==> config.mk <==
export PLATFORM = sky130hd
export DESIGN_NAME = life_automaton_engine
export DESIGN_NICKNAME = d
export VERILOG_FILES = /design/src/hw/rtl/lae_pkg.sv /design/src/hw/rtl/lae_ram.sv /design/src/hw/rtl/lae_row_rule.sv /design/src/hw/rtl/life_automaton_engine.sv
export SDC_FILE = /design/constraint.sdc
export NUM_CORES = 2
export LEC_CHECK = 0
export ABC_AREA = 1
export BUFFER_PORTS_ARGS = -buffer_cell sky130_fd_sc_hd__clkbuf_2
export CORE_ASPECT_RATIO = 1.75
export CORE_UTILIZATION = 40
export DETAILED_ROUTE_END_ITERATION = 16
export PLACE_DENSITY_LB_ADDON = 0.3
export SLEW_MARGIN = 20
export SYNTH_ARGS = -nofsm -noshare
export SYNTH_HDL_FRONTEND = slang
export SYNTH_SLANG_ARGS = --single-unit
export TNS_END_PERCENT = 1
==> constraint.sdc <==
create_clock -name clk -period 6.7 [get_ports clk]
set_input_delay 1.005 -clock clk [delete_from_list [all_inputs] [get_ports clk]]
set_output_delay 1.005 -clock clk [all_outputs]
set_load 0.005 [all_outputs]
==> src/hw/rtl/lae_pkg.sv <==
// shared constants, types and codes for the life automaton engine
`default_nettype none

package lae_pkg;

  // grid bounds
  localparam int MAX_COLS = 32;
  localparam int MAX_ROWS = 32;

  // derived widths
  localparam int COL_W     = $clog2(MAX_COLS);
  localparam int ROW_W     = $clog2(MAX_ROWS);
  localparam int COL_CNT_W = $clog2(MAX_COLS + 1);
  localparam int ROW_CNT_W = $clog2(MAX_ROWS + 1);
  localparam int STEP_W    = $clog2(MAX_ROWS + 2);

  // fixed field widths
  localparam int CFG_W  = 6;
  localparam int X_W    = 5;
  localparam int Y_W    = 5;
  localparam int ACT_W  = 2;
  localparam int DATA_W = 32;
  localparam int ADDR_W = 3;
  localparam int NBR_W  = 4;

  // compare widths for coordinate range checks
  localparam int XC_W = (X_W > COL_CNT_W) ? X_W : COL_CNT_W;
  localparam int YC_W = (Y_W > ROW_CNT_W) ? Y_W : ROW_CNT_W;

  // last step of a generation sweep
  localparam logic [STEP_W-1:0] STEP_LAST = STEP_W'(MAX_ROWS + 1);

  // register reset values
  localparam logic [CFG_W-1:0] COLS_RESET = CFG_W'(30);
  localparam logic [CFG_W-1:0] ROWS_RESET = CFG_W'(30);

  // B3/S23 neighbor counts
  localparam logic [NBR_W-1:0] LIFE_BIRTH = NBR_W'(3);
  localparam logic [NBR_W-1:0] LIFE_STAY  = NBR_W'(2);

  // action codes (the unused code behaves as a read)
  localparam logic [ACT_W-1:0] ACT_SET     = 2'd0;
  localparam logic [ACT_W-1:0] ACT_ADVANCE = 2'd1;
  localparam logic [ACT_W-1:0] ACT_READ    = 2'd2;

  // register index codes (byte address bit 2)
  localparam logic REG_COLS = 1'b0;
  localparam logic REG_ROWS = 1'b1;

  typedef logic [MAX_COLS-1:0] row_t;

endpackage

`default_nettype wire

==> src/hw/rtl/lae_ram.sv <==
// generic single-write, single-read ram with registered read data
`default_nettype none

module lae_ram #(
  parameter int WIDTH = 32,
  parameter int DEPTH = 32
) (
  input  wire logic                     clk,
  input  wire logic                     wr_en,
  input  wire logic [$clog2(DEPTH)-1:0] wr_addr,
  input  wire logic [WIDTH-1:0]         wr_data,
  input  wire logic                     rd_en,
  input  wire logic [$clog2(DEPTH)-1:0] rd_addr,
  output logic      [WIDTH-1:0]         rd_data
);

  logic [WIDTH-1:0] mem [DEPTH];

  // write port
  always_ff @(posedge clk) begin
    if (wr_en) begin
      mem[wr_addr] <= wr_data;
    end
  end

  // registered read port
  always_ff @(posedge clk) begin
    if (rd_en) begin
      rd_data <= mem[rd_addr];
    end
  end

endmodule

`default_nettype wire

==> src/hw/rtl/lae_row_rule.sv <==
// next-generation rule for one row from a three-row window
`default_nettype none

module lae_row_rule (
  input  wire lae_pkg::row_t up,
  input  wire lae_pkg::row_t mid,
  input  wire lae_pkg::row_t dn,
  input  wire lae_pkg::row_t col_mask,
  input  wire logic          row_live,
  output lae_pkg::row_t      next_row
);
  import lae_pkg::*;

  // rows padded with a dead cell on each side
  logic [MAX_COLS+1:0] up_p;
  logic [MAX_COLS+1:0] mid_p;
  logic [MAX_COLS+1:0] dn_p;

  assign up_p  = {1'b0, up, 1'b0};
  assign mid_p = {1'b0, mid, 1'b0};
  assign dn_p  = {1'b0, dn, 1'b0};

  // per-cell neighbor count and rule
  for (genvar i = 0; i < MAX_COLS; i++) begin : g_cell
    logic [NBR_W-1:0] nbr;

    assign nbr = NBR_W'(up_p[i]) + NBR_W'(up_p[i+1]) + NBR_W'(up_p[i+2])
               + NBR_W'(mid_p[i]) + NBR_W'(mid_p[i+2])
               + NBR_W'(dn_p[i]) + NBR_W'(dn_p[i+1]) + NBR_W'(dn_p[i+2]);

    assign next_row[i] = col_mask[i] & row_live
                       & ((nbr == LIFE_BIRTH) | (mid[i] & (nbr == LIFE_STAY)));
  end

endmodule

`default_nettype wire

==> src/hw/rtl/life_automaton_engine.sv <==
// life automaton engine top level: control, grid memory and config registers
// set/read: S_LOOKUP (skipped if the coordinate is flagged), then S_FINISH to the output register
// advance: sweep through the grid ram, one row read and one row written per cycle,
//   then S_FINISH to the output register
// one word at a time: in_stall is high outside S_IDLE; one ram read port sets the sweep
// reset: synchronous, clears control state and row valid bits (grid reads as all dead)
`default_nettype none

module life_automaton_engine (
  input  wire logic                          clk,
  input  wire logic                          rst,
  // configuration port
  input  wire logic                          psel,
  input  wire logic                          penable,
  input  wire logic                          pwrite,
  input  wire logic [lae_pkg::ADDR_W-1:0]    paddr,
  input  wire logic [lae_pkg::DATA_W-1:0]    pwdata,
  output logic      [lae_pkg::DATA_W-1:0]    prdata,
  output logic                               pready,
  // input channel
  input  wire logic                          in_valid,
  output logic                               in_stall,
  input  wire logic [lae_pkg::ACT_W-1:0]     action,
  input  wire logic [lae_pkg::X_W-1:0]       cell_x,
  input  wire logic [lae_pkg::Y_W-1:0]       cell_y,
  // output channel
  output logic                               out_valid,
  input  wire logic                          out_stall,
  output logic                               cell_alive,
  output logic                               status
);
  import lae_pkg::*;

  typedef enum logic [3:0] {
    S_IDLE   = 4'b0001,
    S_SWEEP  = 4'b0010,
    S_LOOKUP = 4'b0100,
    S_FINISH = 4'b1000
  } state_t;

  state_t state;

  logic [CFG_W-1:0]     active_cols;
  logic [CFG_W-1:0]     active_rows;
  logic [COL_CNT_W-1:0] eff_cols;
  logic [ROW_CNT_W-1:0] eff_rows;
  row_t                 col_mask;

  logic [STEP_W-1:0]    step;
  logic [STEP_W-1:0]    wr_step;
  row_t                 win_up;
  row_t                 win_mid;
  row_t                 sweep_in;
  row_t                 rule_row;
  logic                 rule_live;

  logic [MAX_ROWS-1:0]  row_valid;
  logic                 rd_live;
  logic                 rd_ok;
  row_t                 rd_data;
  row_t                 lookup_row;

  logic                 req_set;
  logic [COL_W-1:0]     req_x;
  logic [ROW_W-1:0]     req_y;
  logic                 res_alive;
  logic                 res_status;

  logic                 in_accept;
  logic                 in_range;
  logic                 cfg_wr;
  logic                 out_free;

  logic                 rd_en;
  logic [ROW_W-1:0]     rd_addr;
  logic                 wr_en;
  logic [ROW_W-1:0]     wr_addr;
  row_t                 wr_data;

  // configuration registers
  assign pready = 1'b1;
  assign cfg_wr = psel & penable & pwrite & pready;

  always_ff @(posedge clk) begin
    if (rst) begin
      active_cols <= COLS_RESET;
      active_rows <= ROWS_RESET;
    end else if (cfg_wr) begin
      unique case (paddr[2])
        REG_COLS: active_cols <= pwdata[CFG_W-1:0];
        REG_ROWS: active_rows <= pwdata[CFG_W-1:0];
        default:  active_cols <= active_cols;
      endcase
    end
  end

  always_comb begin
    unique case (paddr[2])
      REG_COLS: prdata = DATA_W'(active_cols);
      REG_ROWS: prdata = DATA_W'(active_rows);
      default:  prdata = '0;
    endcase
  end

  // active grid, clamped to the grid bounds
  assign eff_cols = (active_cols > MAX_COLS) ? COL_CNT_W'(MAX_COLS) : COL_CNT_W'(active_cols);
  assign eff_rows = (active_rows > MAX_ROWS) ? ROW_CNT_W'(MAX_ROWS) : ROW_CNT_W'(active_rows);

  always_comb begin
    for (int i = 0; i < MAX_COLS; i++) begin
      col_mask[i] = (COL_CNT_W'(i) < eff_cols);
    end
  end

  // input handshake and coordinate check
  assign in_stall  = (state != S_IDLE);
  assign in_accept = in_valid & ~in_stall;
  assign in_range  = (XC_W'(cell_x) < XC_W'(eff_cols)) & (YC_W'(cell_y) < YC_W'(eff_rows));
  assign out_free  = ~out_valid | ~out_stall;

  // sweep window: incoming row is the one below the row being rewritten
  assign sweep_in   = rd_live ? (rd_data & col_mask) : '0;
  assign lookup_row = rd_live ? rd_data : '0;
  assign wr_step    = step - STEP_W'(2);
  assign rule_live  = (YC_W'(wr_step) < YC_W'(eff_rows));

  lae_row_rule u_rule (
    .up       (win_up),
    .mid      (win_mid),
    .dn       (sweep_in),
    .col_mask (col_mask),
    .row_live (rule_live),
    .next_row (rule_row)
  );

  // memory port control; rows are rewritten in place at wr_step, behind the read
  always_comb begin
    rd_en   = 1'b0;
    rd_addr = ROW_W'(cell_y);
    rd_ok   = 1'b0;
    wr_en   = 1'b0;
    wr_addr = req_y;
    wr_data = rule_row;
    unique case (state)
      S_IDLE: begin
        rd_en   = in_accept;
        rd_addr = ROW_W'(cell_y);
        rd_ok   = row_valid[rd_addr];
      end
      S_SWEEP: begin
        rd_en   = (step < STEP_W'(MAX_ROWS));
        rd_addr = step[ROW_W-1:0];
        rd_ok   = row_valid[rd_addr] & (YC_W'(step) < YC_W'(eff_rows));
        wr_en   = (step >= STEP_W'(2));
        wr_addr = wr_step[ROW_W-1:0];
        wr_data = rule_row;
      end
      S_LOOKUP: begin
        wr_en   = req_set;
        wr_addr = req_y;
        wr_data = lookup_row | (row_t'(1) << req_x);
      end
      S_FINISH: begin
        rd_en = 1'b0;
      end
      default: begin
        rd_en = 1'b0;
      end
    endcase
  end

  lae_ram #(
    .WIDTH (MAX_COLS),
    .DEPTH (MAX_ROWS)
  ) u_grid (
    .clk     (clk),
    .wr_en   (wr_en),
    .wr_addr (wr_addr),
    .wr_data (wr_data),
    .rd_en   (rd_en),
    .rd_addr (rd_addr),
    .rd_data (rd_data)
  );

  // row valid bits: an unwritten row reads as all dead
  always_ff @(posedge clk) begin
    if (rst) begin
      row_valid <= '0;
      rd_live   <= 1'b0;
    end else begin
      rd_live <= rd_en & rd_ok;
      if (wr_en) begin
        row_valid[wr_addr] <= 1'b1;
      end
    end
  end

  // control sequencer
  always_ff @(posedge clk) begin
    if (rst) begin
      state <= S_IDLE;
      step  <= '0;
    end else begin
      unique case (state)
        S_IDLE: begin
          if (in_accept) begin
            if (action == ACT_ADVANCE) begin
              state <= S_SWEEP;
              step  <= '0;
            end else if (in_range) begin
              state <= S_LOOKUP;
            end else begin
              state <= S_FINISH;
            end
          end
        end
        S_SWEEP: begin
          step <= step + STEP_W'(1);
          if (step == STEP_LAST) begin
            state <= S_FINISH;
          end
        end
        S_LOOKUP: begin
          state <= S_FINISH;
        end
        S_FINISH: begin
          if (out_free) begin
            state <= S_IDLE;
          end
        end
        default: begin
          state <= S_IDLE;
        end
      endcase
    end
  end

  // request, window and result payload
  always_ff @(posedge clk) begin
    unique case (state)
      S_IDLE: begin
        req_set    <= (action == ACT_SET);
        req_x      <= COL_W'(cell_x);
        req_y      <= ROW_W'(cell_y);
        win_up     <= '0;
        win_mid    <= '0;
        res_alive  <= 1'b0;
        res_status <= ~in_range;
      end
      S_SWEEP: begin
        if (step != '0) begin
          win_up  <= win_mid;
          win_mid <= sweep_in;
        end
        res_alive  <= 1'b0;
        res_status <= 1'b0;
      end
      S_LOOKUP: begin
        res_alive  <= req_set | lookup_row[req_x];
        res_status <= 1'b0;
      end
      S_FINISH: begin
        res_alive <= res_alive;
      end
      default: begin
        res_alive <= res_alive;
      end
    endcase
  end

  // output register
  always_ff @(posedge clk) begin
    if (rst) begin
      out_valid <= 1'b0;
    end else if ((state == S_FINISH) && out_free) begin
      out_valid <= 1'b1;
    end else if (~out_stall) begin
      out_valid <= 1'b0;
    end
  end

  always_ff @(posedge clk) begin
    if ((state == S_FINISH) && out_free) begin
      cell_alive <= res_alive;
      status     <= res_status;
    end
  end

  // checks
  a_no_overlap: assert property (@(posedge clk) disable iff (rst)
    (wr_en && rd_en) |-> (wr_addr != rd_addr))
    else $error("grid ram read and write hit the same row");

  a_sweep_end: assert property (@(posedge clk) disable iff (rst)
    (state == S_SWEEP && step == STEP_LAST) |=>
      (state == S_FINISH && (&row_valid) && !res_alive && !res_status))
    else $error("generation sweep did not finish cleanly");

  a_set_alive: assert property (@(posedge clk) disable iff (rst)
    (state == S_LOOKUP && req_set) |=> res_alive)
    else $error("set cell did not report alive");

  a_flag_dead: assert property (@(posedge clk) disable iff (rst)
    (out_valid && status) |-> !cell_alive)
    else $error("flagged word reports a live cell");

endmodule

`default_nettype wire

==> flow_summary.json <==
{
  "clk_pin_slew_ns": 0.07,
  "preCtsSetupSlack_ns": 0.781,
  "place_congestion": 1.04,
  "drive_gt1_share_pct": 7.14,
  "p_int_mw": 14.0,
  "wl_per_cell_um": 22.5,
  "min_period_ns": 6.02,
  "p_sw_share_pct": 33.7,
  "synth_edf_count": 1135,
  "async_flop_share_pct": 0,
  "relSlewSlack_pct": 18.5,
  "nets": 6108,
  "cts.sinks": 1191,
  "final_hold_viol_count": 0,
  "path_class": "flop to flop",
  "synth_top_area_cell": "edfxtp_1",
  "io_buffer_count": 35,
  "start_kind": "flop",
  "synth_seq_cells": 1191,
  "cp-end-kind": "flop",
  "fmax_mhz": 166,
  "finalSetupViolations": 0,
  "drtIter0Drc": 4048,
  "holdPathStages": 0,
  "cp.required_ns": 7.18,
  "post_drt_via_cell_ratio": 5.38,
  "yosysTopAreaCellShare_pct": 57.6,
  "cts_max_path_buffers": 3,
  "multiInputGateArea_sq_um": 19200,
  "instances_no_fill": 7875,
  "ys_top_cells_by_area": "edfxtp_1 (58%), nand3_1 (10%), nand2_1 (8.0%)",
  "dp_hpwl_mm": 104,
  "hp-class": "flop to flop",
  "rows": 186,
  "p_per_area_nw_per_um2": 324,
  "grt_pass1_vias": 41600,
  "seq_area_sq_um": 35200,
  "dieArea_sq_um": 150000,
  "rsz0062_at_grt": "false",
  "final_util_pct": 44.2,
  "synth.distinct_cells": 52,
  "path_max_fanout": 32,
  "overflow": 0,
  "avgSynthCellArea_sq_um": 10.1,
  "route.detailed.drc": 0,
  "seq_power_share_pct": 43.0,
  "p_sw_mw": 7.10,
  "mostFrequentLayoutCell": "nand2_1",
  "ys_seq_area_share_pct": 59.5,
  "fin_crit_sh_pct": 89.9,
  "die_h_um": 511,
  "die_x_um": 293,
  "power.leakage_nw": 26.9,
  "vdd_drop_max_mv": 0.236,
  "postLayoutSetupSlackWorst_ns": 0.680,
  "cts_root_buf": "clkbuf_16",
  "first_pass_iters": 6,
  "n_fill_cell": 13700,
  "postCtsSetupBuffers": 0,
  "syn-cell-area_sq_um": 59200,
  "critPathArrivalTime_ns": 6.50,
  "power.share.clock_pct": 28.5,
  "cts_made_buffers": 103,
  "cts.repair.resized": 0,
  "dp_cells": 7681,
  "grt_pass1_wl_mm": 263,
  "initial_core_util_pct": 40.3,
  "cap_violations": 0,
  "antenna_found_initial": 3,
  "io_pins": 91,
  "final_cell_mix": "nand2_1 (1265), nand3_1 (1188), edfxtp_1 (1135)",
  "vias": 42300,
  "fin_skew_ns": 0.0488,
  "grt_start_max_net_pins": 192,
  "netlist_instances": 5868,
  "drtAntennaViolNets": 0,
  "grt_use_total_pct": 23.5,
  "outcome": "complete, no violations",
  "routed_wl_mm": 177,
  "pwr-share-comb_pct": 28.5,
  "synth-main-ff-cell": "edfxtp_1",
  "hold_slack_ns": 0.419,
  "worstRegToRegCells": 19,
  "core-area_sq_um": 147000,
  "clk_latency_ns": 0.73,
  "fin_tns_setup_ns": 0,
  "htreeDepth": 3,
  "tightestPinTransition_ns": 1.22,
  "yosysWarnings": 0,
  "slew_violations": 0,
  "area_growth_pct": 9.69,
  "cts_tree": "yes",
  "cts_hold_buf": 0
}
-- power groups by stage --
stage | Combinational, mW | Clock, mW | Sequential [mW]
final | 6.00 | 6.00 | 9.05
after global routing | 6.82 | 6.32 | 9.08
after CTS | 6.01 | 6.07 | 9.05
after detailed placement | 5.97 | 0 | 9.20
after global placement | 5.78 | 0 | 9.20
after floorplan | 4.19 | 0 | 9.06
-- per-layer routing --
metal  vias up  GRT usage (%)  part of all wire [%]
met5         -              0                0.0073
met1     20800           27.0                    36
met3       516           3.18                   6.3
met4         2           14.1                   6.4
li1      19300              -                     -
met2      1737           41.5                    51
-- worst max-delay path: stages (launching register included) --
cell and delay [ns]:
dfxtp_1 0.73, inv_1 0.47, nand2_1 0.18, inv_1 0.09, nor2_1 0.41, inv_1 0.21
o21ai_0 0.39, nor2_1 0.18, inv_1 0.18, fa_1 0.43, inv_1 0.08, fa_1 0.19
inv_1 0.06, fa_1 0.39, nor2_1 0.10, nand2_1 0.06, a2111oi_0 0.90, nand2_1 0.22
o21ai_2 0.11, buf_4 0.35
-- cells in the mapped netlist (47+ instances only) --
master / instances
inv_1: 912
nand3_1: 1189
nand2_1: 1269
ha_1: 117
nor2_1: 280
buf_4: 62
nand3b_1: 162
buf_2: 205
a21oi_1: 47
edfxtp_1: 1135
dfxtp_1: 56
fa_1: 124
clkbuf_1: 48
o21ai_0: 76
-- cells by family after synthesis --
| logic type | count (synthesis) | share of synthesized area [%] |
|---|---|---|
| compound gates | 215 | 2.24 |
| simple gates | 2948 | 22.5 |
| buf+inv | 1269 | 9.05 |
| flops | 1191 | 59.5 |
| other cells | 2 | 0.0127 |
| fa+ha+maj | 241 | 6.67 |
| xor+xnor | 2 | 0.0296 |
-- path summary, 6_finish.rpt --
| check | from | end | slack [ns] |
|---|---|---|---|
| hold / removal | res_alive | cell_alive | 0.42 |
| setup / recovery | active_cols[5] | u_grid.mem[21][15] | 0.68 |
| hold reg to reg | res_alive | cell_alive | 0.42 |
| setup reg to reg | active_cols[5] | u_grid.mem[21][15] | 0.68 |
-- through the flow --
step	cell area, sq um	total power, mW
after CTS	64900	21.1
after global placement	61600	15.0
final	64900	21.1
after floorplan	59300	13.2
after global routing	64900	22.2
after detailed placement	61600	15.2
-- sequential cells by signal, summed over array words and instances (netlist names) --
signal	flops
req_x	5
win_mid	32
rd_live	1
step	6
status	1
req_y	5
state	4
u_grid.rd_data	32
res_status	1
win_up	32
out_valid	1
u_grid.mem	1024
active_cols	6
active_rows	6
res_alive	1
row_valid	32
cell_alive	1
req_set	1
-- final cells by class --
| cell class | instances | area share, % |
|---|---|---|
| clock buffers | 124 | 4.19 |
| multi-input cells | 3433 | 29.6 |
| clock inverters | 66 | 0.869 |
| well taps | 1974 | 3.80 |
| flip-flops and latches | 1191 | 54.2 |
| repair buffers | 160 | 1.95 |
| diodes | 3 | 0.0116 |
| inverters | 924 | 5.36 |
No activity file was read; power rests on OpenSTA's default activity.
